==> src/hw/rtl/assert_macros.svh <==
// Assertion helpers shared by the RTL. Each use stands on a line of its own.
`ifndef ASSERT_MACROS_SVH
`define ASSERT_MACROS_SVH

// Checked on every rising edge outside reset.
`define TDV_ASSERT(label, prop) \
  label: assert property (@(posedge clk) disable iff (rst) (prop)) \
    else $error("assertion failed");

// Checked on every rising edge, reset included.
`define TDV_ASSERT_ALWAYS(label, prop) \
  label: assert property (@(posedge clk) (prop)) \
    else $error("assertion failed");

`endif

==> src/hw/rtl/tdv_pkg.sv <==
package tdv_pkg;

  // Width of the internal name counter; it saturates at its maximum.
  localparam int NAME_COUNT_WIDTH = 12;
  localparam int LEN_WIDTH = 12;
  localparam int LEN_EXT_WIDTH = (NAME_COUNT_WIDTH > LEN_WIDTH) ? NAME_COUNT_WIDTH : LEN_WIDTH;
  localparam logic [LEN_WIDTH-1:0] LEN_MAX = '1;

  // Marker characters of a record.
  localparam logic [7:0] MARK_Y = 8'h59;
  localparam logic [7:0] MARK_N = 8'h4E;
  localparam logic [7:0] MARK_D = 8'h44;
  localparam logic [7:0] MARK_R = 8'h52;
  localparam logic [7:0] MARK_T = 8'h54;
  localparam logic [7:0] MARK_X = 8'h58;

  typedef enum logic [2:0] {
    KIND_Y = 3'd0,
    KIND_N = 3'd1,
    KIND_D = 3'd2,
    KIND_R = 3'd3,
    KIND_T = 3'd4,
    KIND_X = 3'd5
  } kind_t;

  typedef enum logic [3:0] {
    ERR_OK        = 4'd0,
    ERR_TERM      = 4'd1,
    ERR_SEQUENCE  = 4'd2,
    ERR_MARKER    = 4'd3,
    ERR_EMPTY     = 4'd4,
    ERR_RENAME    = 4'd5,
    ERR_TARGET    = 4'd6,
    ERR_TEMPDIR   = 4'd7,
    ERR_NO_TARGET = 4'd8
  } err_t;

  typedef enum logic [1:0] {
    PH_START = 2'd0,
    PH_NAME  = 2'd1,
    PH_OVER  = 2'd2
  } phase_t;

  typedef struct packed {
    logic [7:0] data_byte;
    logic       last_byte;
  } item_t;

  typedef struct packed {
    logic                 name_byte_valid;
    logic [7:0]           name_byte;
    logic                 record_done;
    logic [2:0]           record_kind;
    logic [LEN_WIDTH-1:0] name_length;
    logic                 finished;
    logic [3:0]           error_code;
  } result_t;

  typedef struct packed {
    logic  known;
    kind_t kind;
  } marker_t;

  function automatic marker_t decode_marker(input logic [7:0] b);
    marker_t m;
    m.known = 1'b1;
    m.kind  = KIND_Y;
    unique case (b)
      MARK_Y:  m.kind = KIND_Y;
      MARK_N:  m.kind = KIND_N;
      MARK_D:  m.kind = KIND_D;
      MARK_R:  m.kind = KIND_R;
      MARK_T:  m.kind = KIND_T;
      MARK_X:  m.kind = KIND_X;
      default: m.known = 1'b0;
    endcase
    return m;
  endfunction

  function automatic logic [LEN_WIDTH-1:0] sat_length(
    input logic [NAME_COUNT_WIDTH-1:0] cnt
  );
    logic [LEN_EXT_WIDTH-1:0] ext;
    ext = LEN_EXT_WIDTH'(cnt);
    if (ext > LEN_EXT_WIDTH'(LEN_MAX)) begin
      return LEN_MAX;
    end
    return ext[LEN_WIDTH-1:0];
  endfunction

endpackage

==> src/hw/rtl/tar_dumpdir_validator.sv <==
// Streaming checker for an incremental-archive directory listing.
//
// Input channel item_valid/item_ready/item carries one byte of the listing
// per beat, with last_byte marking the final byte of the listing. Output
// channel result_valid/result_ready/result carries exactly one result beat
// for each input beat: a passed-through name byte, a completed record with
// its kind and saturated name length, and on the last byte the final verdict.
//
// The result of a byte is written into the output register on the same edge
// that takes the byte. One byte is taken per cycle while the receiver keeps
// up; the whole per-byte update is a small state machine step between the
// input handshake and the output register.
//
// The block takes a new byte while the previous result is being taken in the
// same cycle, so a receiver that is always ready sees no bubbles. When the
// receiver stalls, the result holds and item_ready drops until it is taken.
//
// Reset (rst, synchronous, active high) empties the output register and puts
// the parser at the start of a fresh listing. After the last byte the parser
// returns to that same state by itself, so listings can follow back to back.
`include "assert_macros.svh"

module tar_dumpdir_validator (
  input  logic            clk,
  input  logic            rst,
  input  logic            item_valid,
  output logic            item_ready,
  input  tdv_pkg::item_t  item,
  output logic            result_valid,
  input  logic            result_ready,
  output tdv_pkg::result_t result
);

  localparam int CW = tdv_pkg::NAME_COUNT_WIDTH;

  // Parser state.
  tdv_pkg::phase_t phase, phase_next;
  logic            expect_target, expect_target_next;
  logic            temp_available, temp_available_next;
  tdv_pkg::kind_t  current_kind, current_kind_next;
  logic [CW-1:0]   name_count, name_count_next;
  tdv_pkg::err_t   latched_error, latched_error_next;
  logic            previous_was_zero, previous_was_zero_next;
  logic            first_byte_seen, first_byte_seen_next;

  tdv_pkg::result_t result_next;

  logic             accept;
  logic             byte_zero;
  tdv_pkg::marker_t marker;
  tdv_pkg::err_t    close_err;
  logic             name_empty;

  // A new byte can enter whenever the output register is empty or is being
  // drained in this same cycle.
  assign item_ready = !result_valid || result_ready;
  assign accept     = item_valid && item_ready;

  assign byte_zero  = (item.data_byte == 8'd0);
  assign marker     = tdv_pkg::decode_marker(item.data_byte);
  assign name_empty = (name_count == '0);

  // Verdict of the record that a NUL would close now.
  always_comb begin
    close_err = tdv_pkg::ERR_OK;
    unique case (current_kind)
      tdv_pkg::KIND_Y, tdv_pkg::KIND_N, tdv_pkg::KIND_D: begin
        if (name_empty) close_err = tdv_pkg::ERR_EMPTY;
      end
      tdv_pkg::KIND_R: begin
        if (name_empty && !temp_available) close_err = tdv_pkg::ERR_RENAME;
      end
      tdv_pkg::KIND_T: begin
        if (name_empty && !temp_available) close_err = tdv_pkg::ERR_TARGET;
      end
      default: begin
        if (name_empty || temp_available) close_err = tdv_pkg::ERR_TEMPDIR;
      end
    endcase
  end

  // Next-state logic.
  always_comb begin
    phase_next             = phase;
    expect_target_next     = expect_target;
    temp_available_next    = temp_available;
    current_kind_next      = current_kind;
    name_count_next        = name_count;
    latched_error_next     = latched_error;
    previous_was_zero_next = byte_zero;
    first_byte_seen_next   = 1'b1;

    unique case (phase)
      tdv_pkg::PH_START: begin
        if (byte_zero) begin
          // The empty record ends the listing.
          phase_next = tdv_pkg::PH_OVER;
        end else if (expect_target && (item.data_byte != tdv_pkg::MARK_T)) begin
          latched_error_next = tdv_pkg::ERR_SEQUENCE;
          phase_next         = tdv_pkg::PH_OVER;
        end else if (!marker.known) begin
          latched_error_next = tdv_pkg::ERR_MARKER;
          phase_next         = tdv_pkg::PH_OVER;
        end else begin
          current_kind_next = marker.kind;
          name_count_next   = '0;
          phase_next        = tdv_pkg::PH_NAME;
        end
      end
      tdv_pkg::PH_NAME: begin
        if (!byte_zero) begin
          if (name_count != '1) name_count_next = name_count + CW'(1);
        end else if (close_err != tdv_pkg::ERR_OK) begin
          latched_error_next = close_err;
          phase_next         = tdv_pkg::PH_OVER;
        end else begin
          phase_next = tdv_pkg::PH_START;
          unique case (current_kind)
            tdv_pkg::KIND_R: begin
              if (name_empty) temp_available_next = 1'b0;
              expect_target_next = 1'b1;
            end
            tdv_pkg::KIND_X: begin
              temp_available_next = 1'b1;
              expect_target_next  = 1'b0;
            end
            default: expect_target_next = 1'b0;
          endcase
        end
      end
      default: ;
    endcase

    // The last byte closes the listing; everything returns to its reset value.
    if (item.last_byte) begin
      phase_next             = tdv_pkg::PH_START;
      expect_target_next     = 1'b0;
      temp_available_next    = 1'b0;
      current_kind_next      = tdv_pkg::KIND_Y;
      name_count_next        = '0;
      latched_error_next     = tdv_pkg::ERR_OK;
      previous_was_zero_next = 1'b0;
      first_byte_seen_next   = 1'b0;
    end
  end

  // Result of the byte being taken.
  always_comb begin
    result_next = '0;

    if (phase == tdv_pkg::PH_NAME) begin
      if (!byte_zero) begin
        result_next.name_byte_valid = 1'b1;
        result_next.name_byte       = item.data_byte;
      end else if (close_err == tdv_pkg::ERR_OK) begin
        result_next.record_done = 1'b1;
        result_next.record_kind = current_kind;
        result_next.name_length = tdv_pkg::sat_length(name_count);
      end
    end

    // Before the verdict, the error code shows the record error latched so
    // far, including one found on this very byte.
    result_next.error_code = latched_error;
    if (phase == tdv_pkg::PH_START || phase == tdv_pkg::PH_NAME) begin
      result_next.error_code = (latched_error != tdv_pkg::ERR_OK) ? latched_error :
                               (phase == tdv_pkg::PH_START && !byte_zero &&
                                expect_target && item.data_byte != tdv_pkg::MARK_T) ?
                                 tdv_pkg::ERR_SEQUENCE :
                               (phase == tdv_pkg::PH_START && !byte_zero &&
                                !marker.known) ? tdv_pkg::ERR_MARKER :
                               (phase == tdv_pkg::PH_NAME && byte_zero) ? close_err :
                                 tdv_pkg::ERR_OK;
    end

    if (item.last_byte) begin
      result_next.finished = 1'b1;
      // A listing must end in two NUL bytes or be a single NUL byte; that
      // check wins over every record error.
      if (!byte_zero || (first_byte_seen && !previous_was_zero)) begin
        result_next.error_code = tdv_pkg::ERR_TERM;
      end else if (result_next.error_code != tdv_pkg::ERR_OK) begin
        result_next.error_code = result_next.error_code;
      end else if ((phase == tdv_pkg::PH_NAME && byte_zero &&
                    current_kind == tdv_pkg::KIND_R && close_err == tdv_pkg::ERR_OK) ||
                   ((phase != tdv_pkg::PH_NAME || !byte_zero) && expect_target)) begin
        // A rename whose target never came.
        result_next.error_code = tdv_pkg::ERR_NO_TARGET;
      end else begin
        result_next.error_code = tdv_pkg::ERR_OK;
      end
    end
  end

  // Parser state advances on every accepted beat.
  always_ff @(posedge clk) begin
    if (rst) begin
      phase             <= tdv_pkg::PH_START;
      expect_target     <= 1'b0;
      temp_available    <= 1'b0;
      current_kind      <= tdv_pkg::KIND_Y;
      name_count        <= '0;
      latched_error     <= tdv_pkg::ERR_OK;
      previous_was_zero <= 1'b0;
      first_byte_seen   <= 1'b0;
    end else if (accept) begin
      phase             <= phase_next;
      expect_target     <= expect_target_next;
      temp_available    <= temp_available_next;
      current_kind      <= current_kind_next;
      name_count        <= name_count_next;
      latched_error     <= latched_error_next;
      previous_was_zero <= previous_was_zero_next;
      first_byte_seen   <= first_byte_seen_next;
    end
  end

  // Output register; it holds while the receiver stalls.
  always_ff @(posedge clk) begin
    if (rst) begin
      result_valid <= 1'b0;
    end else if (accept) begin
      result_valid <= 1'b1;
    end else if (result_ready) begin
      result_valid <= 1'b0;
    end
  end

  always_ff @(posedge clk) begin
    if (accept) begin
      result <= result_next;
    end
  end

  // Every accepted beat leaves a result behind it.
  `TDV_ASSERT(a_beat_yields_result, accept |=> result_valid)
  // The last byte returns the parser to the start of a clean listing.
  `TDV_ASSERT(a_last_clears, (accept && item.last_byte) |=>
    (phase == tdv_pkg::PH_START && latched_error == tdv_pkg::ERR_OK && !expect_target))
  // Once an error is latched, parsing has stopped.
  `TDV_ASSERT(a_error_stops_parse, (latched_error != tdv_pkg::ERR_OK) |-> (phase == tdv_pkg::PH_OVER))
  // A completed record never carries a name byte with it.
  `TDV_ASSERT(a_done_not_name, (result_valid && result.record_done) |-> !result.name_byte_valid)

endmodule
==> config.mk <==
export PLATFORM = sky130hd
export DESIGN_NAME = tar_dumpdir_validator
export DESIGN_NICKNAME = d
export VERILOG_FILES = /design/src/hw/rtl/tdv_pkg.sv /design/src/hw/rtl/tar_dumpdir_validator.sv
export VERILOG_INCLUDE_DIRS = /design/src /design/src/hw/rtl
export SDC_FILE = /design/constraint.sdc
export NUM_CORES = 1
export LEC_CHECK = 0
export ABC_CLOCK_PERIOD_IN_PS = 2300
export BUFFER_PORTS_ARGS = -buffer_cell sky130_fd_sc_hd__buf_2
export CORE_UTILIZATION = 45
export DETAILED_ROUTE_END_ITERATION = 10
export PLACE_DENSITY = 0.66
export SYNTH_ARGS = -nofsm -noshare
export SYNTH_HDL_FRONTEND = slang
export SYNTH_SLANG_ARGS = --single-unit
==> constraint.sdc <==
create_clock -name clk -period 2.3 [get_ports clk]
set_clock_uncertainty 0.2 [all_clocks]
set_input_delay 0.115 -clock clk [delete_from_list [all_inputs] [get_ports clk]]
set_output_delay 0.115 -clock clk [all_outputs]
set_load 0.05 [all_outputs]
# --- After elaboration in Yosys (flattened, before gate mapping) ---
# Index checks and enable logic that the tools add are counted.
classes:
  addsub: 1
  order_cmp: 1
  n_eq_ne: 27
  n_mux: 65
  bitwise: 1
  reduce_logical: 49
ops:
  columns: ["op", "n"]
  rows:
  - ["two-way mux 12 bit", 8]
  - ["two-way mux 4 bit", 14]
  - ["equality test 8 x 7 -> 1 bit, second input constant", 6]
  - ["two-way mux 3 bit", 9]
  - ["inequality test 3 bit, second input constant", 8]
  - ["one-hot mux 12 bit (2 select lines)", 1]
  - ["two-way mux 1 bit", 19]
  - ["two-way mux 16 bit", 1]
  - ["one-hot mux 3 bit (5 select lines)", 1]
  - ["adder 12 x 1 -> 12 bit, second input constant", 1]
  - ["greater-than comparator 12 bit, second input constant", 1]
  - ["logical AND 1 bit", 12]
  - ["logical NOT 12 bit", 1]
  - ["two-way mux 2 bit", 6]
  - ["inequality test 12 bit, second input constant", 1]
  - ["one-hot mux 4 bit (3 select lines)", 1]
  - ["AND reduction 6 bit", 2]
  - ["nonzero test 4 bit", 3]
  - ["nonzero test 2 bit", 5]
  - ["two-way mux 9 bit", 1]
  - ["logical NOT 8 bit", 1]
  - ["inequality test 8 x 7 -> 1 bit, second input constant", 1]
  - ["one-hot mux 4 bit (2 select lines)", 1]
  - ["AND reduction 7 bit", 1]
  - ["other kinds (24)", 39]
word_totals:
  regBits: 56
  out_inout_bits: 32

# --- Depth between registers and ports, before layout ---
logic_depth:
  depth_word: 13
  ltp_mapped: 8
  ltp_nobuf: 7

# --- Worst setup path after synthesis ---
# Ideal clock, no wire load.
synth_timing:
  path_kind: "register to register"
  from: "reg result_valid"
  to: "reg latched_error[2]"
  setup_time_ns: 0.095
  arrival_ns: 2.868
  t_required_ns: 2.005
  path_slack_ns: -0.864
  path_stages_with_launch: 8
  cell_sequence: "dfxtp_1 > nor2b_1 > inv_1 > nand2_1 > clkinv_1 > a21oi_1 > o21ai_0 > a221oi_1"
synth_between:
  elab_chain_len: 4
synth_rtl:
  columns: ["element", "line_no", "text"]
  rows:
  - ["start, declared", "tar_dumpdir_validator.sv:29", "output logic result_valid,"]
  - ["start signal, assigned", "tar_dumpdir_validator.sv:221", "result_valid <= 1'b0;"]
  - ["start signal, assigned", "tar_dumpdir_validator.sv:223", "result_valid <= 1'b1;"]
  - ["start signal, assigned", "tar_dumpdir_validator.sv:225", "result_valid <= 1'b0;"]
  - ["logical NOT 1 bit", "tar_dumpdir_validator.sv:56", "assign item_ready = !result_valid || result_ready;"]
  - ["logical OR 1 bit", "tar_dumpdir_validator.sv:56", null]
  - ["named net item_ready", "tar_dumpdir_validator.sv:27", "output logic item_ready,"]
  - ["logical AND 1 bit", "tar_dumpdir_validator.sv:57", "assign accept = item_valid && item_ready;"]
  - ["named net accept", "tar_dumpdir_validator.sv:48", "logic accept;"]
  - ["AND reduction 6 bit (no line)", null, null]
  - ["end signal, assigned", "tar_dumpdir_validator.sv:203", "latched_error <= tdv_pkg::ERR_OK;"]
  - ["end signal, assigned", "tar_dumpdir_validator.sv:212", "latched_error <= latched_error_next;"]
  - ["end, declared", "tar_dumpdir_validator.sv:42", "tdv_pkg::err_t latched_error, latched_error_next;"]
# The timed path passes the listed nets, and every way through them passes these cells.
# A chain may end at the register's enable or synchronous reset.

# --- Final worst setup path ---
layout_timing:
  from: "reg name_count[1]"
  to: "reg result[6] (netlist name), data pin"
layout_between:
  elab_chain_len: 6
  elab_cells_between_ends: 16
  cone_classes: "1 x order compare; 10 x mux; 5 x reduce/logical"
layout_rtl:
  columns: ["element", "line_no", "text"]
  rows:
  - ["start, declared", "tar_dumpdir_validator.sv:41", "logic [CW-1:0] name_count, name_count_next;"]
  - ["start signal, assigned", "tar_dumpdir_validator.sv:211", "name_count <= name_count_next;"]
  - ["greater-than comparator 12 bit or logical NOT 12 bit (tied branches)", "tdv_pkg.sv:85, tar_dumpdir_validator.sv:61", null]
  - ["two-way mux 1 bit (tied with other cells)", "tdv_pkg.sv:85", "if (ext > LEN_EXT_WIDTH'(LEN_MAX)) begin"]
  - ["two-way mux 1 bit (tied with other cells)", "tar_dumpdir_validator.sv:155", "end else if (close_err == tdv_pkg::ERR_OK) begin"]
  - ["two-way mux 1 bit or one-hot mux 4 bit (3 select lines) (tied branches)", "tar_dumpdir_validator.sv:152, tar_dumpdir_validator.sv:66", null]
  - ["two-way mux 1 bit or logical NOT 4 bit (tied branches)", "tar_dumpdir_validator.sv:151, tar_dumpdir_validator.sv:155", null]
  - ["two-way mux 12 bit or AND reduction 3 bit (tied branches)", null, null]
  - ["end signal, assigned", "tar_dumpdir_validator.sv:231", "result <= result_next;"]
  - ["end, declared", "tar_dumpdir_validator.sv:31", "output tdv_pkg::result_t result"]
# Several ways; a longest one is shown, not always the timed one. The select of a mux whose other input is x is not followed.

==> metrics.csv <==
metric,value,unit
status,"finished, violations left",
violations,DRC,
cp-endpoint,result[6],
startpoint,name_count[1],
synth.distinct_cells,67,
first_global_vias,2559,
dpl-instance-area,3570,sq um
ant_nets,0,
synthArstFlopShare,0,%
drv_slew,0,
worstSkewPairLatency,310,ps
place_congestion,0.878,
grtUsageTotal,22.6,%
totalPowerFinal,1.96,mW
fp.dieH,84.0,um
dp_hpwl,5.56,mm
critical_path_arrival,2080,ps
max_slew_margin,52.0,%
synth.most_common_cell,edfxtp_1,
antenna_found_initial,0,
floorplan.initialDensity,47.1,%
cts_tree,done,
synth_edf_count,30,
syn_area_per_cell,9.92,sq um
regToRegStartpoint,name_count[1],
grt_max_degree,25,
grt_util_met3,3.86,%
ys_seq_elements,55,
regToRegSetupSlack,100,ps
routed_wl,7.65,mm
setup_violations,0,
cp-end-kind,flop,
required,2180,ps
clk_pin_slew,110,ps
fin_crit_sh,95.6,%
grt_pass1_wl,12.7,mm
nets,398,
ir_worst_vdd,240,uV
die-area,7060,sq um
holdCritPathClass,primary input to flop,
instances_no_fill,461,
stdcell_area,3750,sq um
drc_errors,7,
grt_setup_unrepaired,false,
grt.busiest_layer,met1,
crit_family,simple AND/OR/NAND/NOR gates,
grt_overflow_total,0,
p_per_area,522,nW/um^2
worstMarginPinSlew,714,ps
synth_warnings,0,
drt_iter0_drc,249,
post_drt_wl_per_cell,16.6,um
num_antenna_cells,0,
seq_area_frac_synth,46.3,%
fmax,455,MHz
portBuffers,44,
critPathMaxStageDelay,340,ps
cts_root_buffer,clkbuf_8,
use_met1,34.1,%
p_leak,1.44,nW
start_kind,flop,
netlist_area,3030,sq um
syn-num-nets,320,
use_met2,33.2,%
syn2layout_area_growth,23.9,%
path_buf_inv,2,
finalHoldViolCount,0,
clock_path_buffers,2,
final_core_util,58.3,%
timing.rr.end,result[6],
critPathKind,flop to flop,
cpMaxStageDelayCell,nor4b_1,
critPathMaxFanout,16,
fill_cells,578,
drive_gt1_share,28.6,%
drtPass1Iterations,8,
io_pins,45,
crit_cells,7,
rows,29,
whs,18.7,ps
die_w,84.0,um
numPlacedInstances,446,
cts_buffers,5,
syn_inst,305,
maxCapViolations,0,
synth-main-ff-cell,edfxtp_1,
core_area,6420,sq um
critical_path.cell_chain,"inv_1, ha_1, nor4b_1, o2111ai_1, and4_1, buf_4, and2_1",
r2r_cells,7,
htreeDepth,2,
cts.sinks,55,
synth_top_area_share,29.8,%
avgViaCountPerCell,5.99,
synth_area_leaders,"edfxtp_1 30%, dfxtp_1 17%, and2_1 4.5%, a311oi_1 2.9%, a21oi_1 2.6%",
vias,2761,
min_period,2200,ps
synth_common_cells,"30 x edfxtp_1, 25 x dfxtp_1, 22 x and2_1, 16 x a21oi_1, 16 x nand3_1",
yosysTopAreaCell,edfxtp_1,
==> stage by stage <==
| step | setup TNS (ps) | setup WS (ps) |
|---|---|---|
| final | 0 | 101 |
| after global routing | 0 | 4.84 |
| after CTS | 0 | 111 |
| after detailed placement | -49.9 | -42.3 |
| after global placement | 0 | 20.1 |
| after floorplan | 0 | 22.6 |
==> report_power, final <==
part	internal [mW]	leakage [nW]	switching (mW)
clock network	0.219	0.0443	0.342
logic	0.0928	0.893	0.221
registers	1.07	0.502	0.0118
total	1.38	1.44	0.575
==> metal layers <==
metal  vias to the layer above  part of all wire [%]  wire length (um)
met5                         -                     0                 0
li1                       1347                     -                 -
met1                      1290                    48              3670
met3                        10                   8.0               609
met4                         0                   1.3               102
met2                       114                    43              3260
==> area by class of cell <==
type / instances / area, sq um / share of cell area (%)
inverters: 13 / 53.8 / 1.44
clock inverters: 3 / 25.0 / 0.668
clock buffers: 5 / 68.8 / 1.84
flip-flops and latches: 55 / 1400 / 37.4
well taps: 77 / 96.3 / 2.57
multi-input cells: 217 / 1510 / 40.3
repair buffers: 91 / 591 / 15.8
==> kinds of logic (layout without fill, tap and decap cells) <==
family                     after synthesis  count (layout)  synth area share (%)
and+or+nand+nor                        127             127                  26.9
DFF                                     55              55                  46.3
muxes                                    2               2                 0.703
AOI/OAI and AO/OA                       86              86                  20.7
adders and majority gates                2               2                 0.827
buffers and inverters                   33             112                  4.51
==> state kept, by name, summed over array words and instances (netlist names), 2 cells and up <==
name           flops
latched_error      3
current_kind       3
result            30
phase              2
name_count        12
==> worst min-delay path by stage <==
stage,from,endpoint,slack (ps),depth (start not counted)
finish,rst,latched_error[0],20,3
global route,rst,latched_error[0],30,3
CTS,rst,latched_error[0],6,3
detailed placement,item_valid,result_valid,190,3
global placement,item_valid,result_valid,180,3
floorplan,item[0],result[4],10,0
==> repair_timing <==
item,4_1_cts,5_1_grt
hold buffers,7,0
setup buffers,0,0
cloned,0,0
gates resized for setup,2,1
endpoints found under the hold margin,6,0
setup endpoints to repair,3,1
pin swaps,1,0
==> worst min-delay path, stage by stage <==
cell and delay [ps]:
buf_2 90, or2_2 170, o32ai_1 110
==> layout by cell type (no fill, tap or decap), drive strengths merged, types with 4 or more instances in the layout <==
cell type    Yosys  final
nand3b           5      5
nand4            7      7
o21a             5      5
nor3            10     10
a22o             4      4
and2            22     22
nor2b            6      6
dlygate4sd3      0      7
edfxtp          30     30
a311oi          10     10
nand3           16     16
nor4             8      8
a21boi           4      4
buf              8     84
a21oi           16     16
a41oi            5      5
dfxtp           25     25
and3             5      5
clkbuf          12      5
nor3b            4      4
nand2b           6      6
nor2            12     12
o21ai           11     11
inv             12     12
nand2            9      9
No activity file was read; power rests on OpenSTA's default activity.
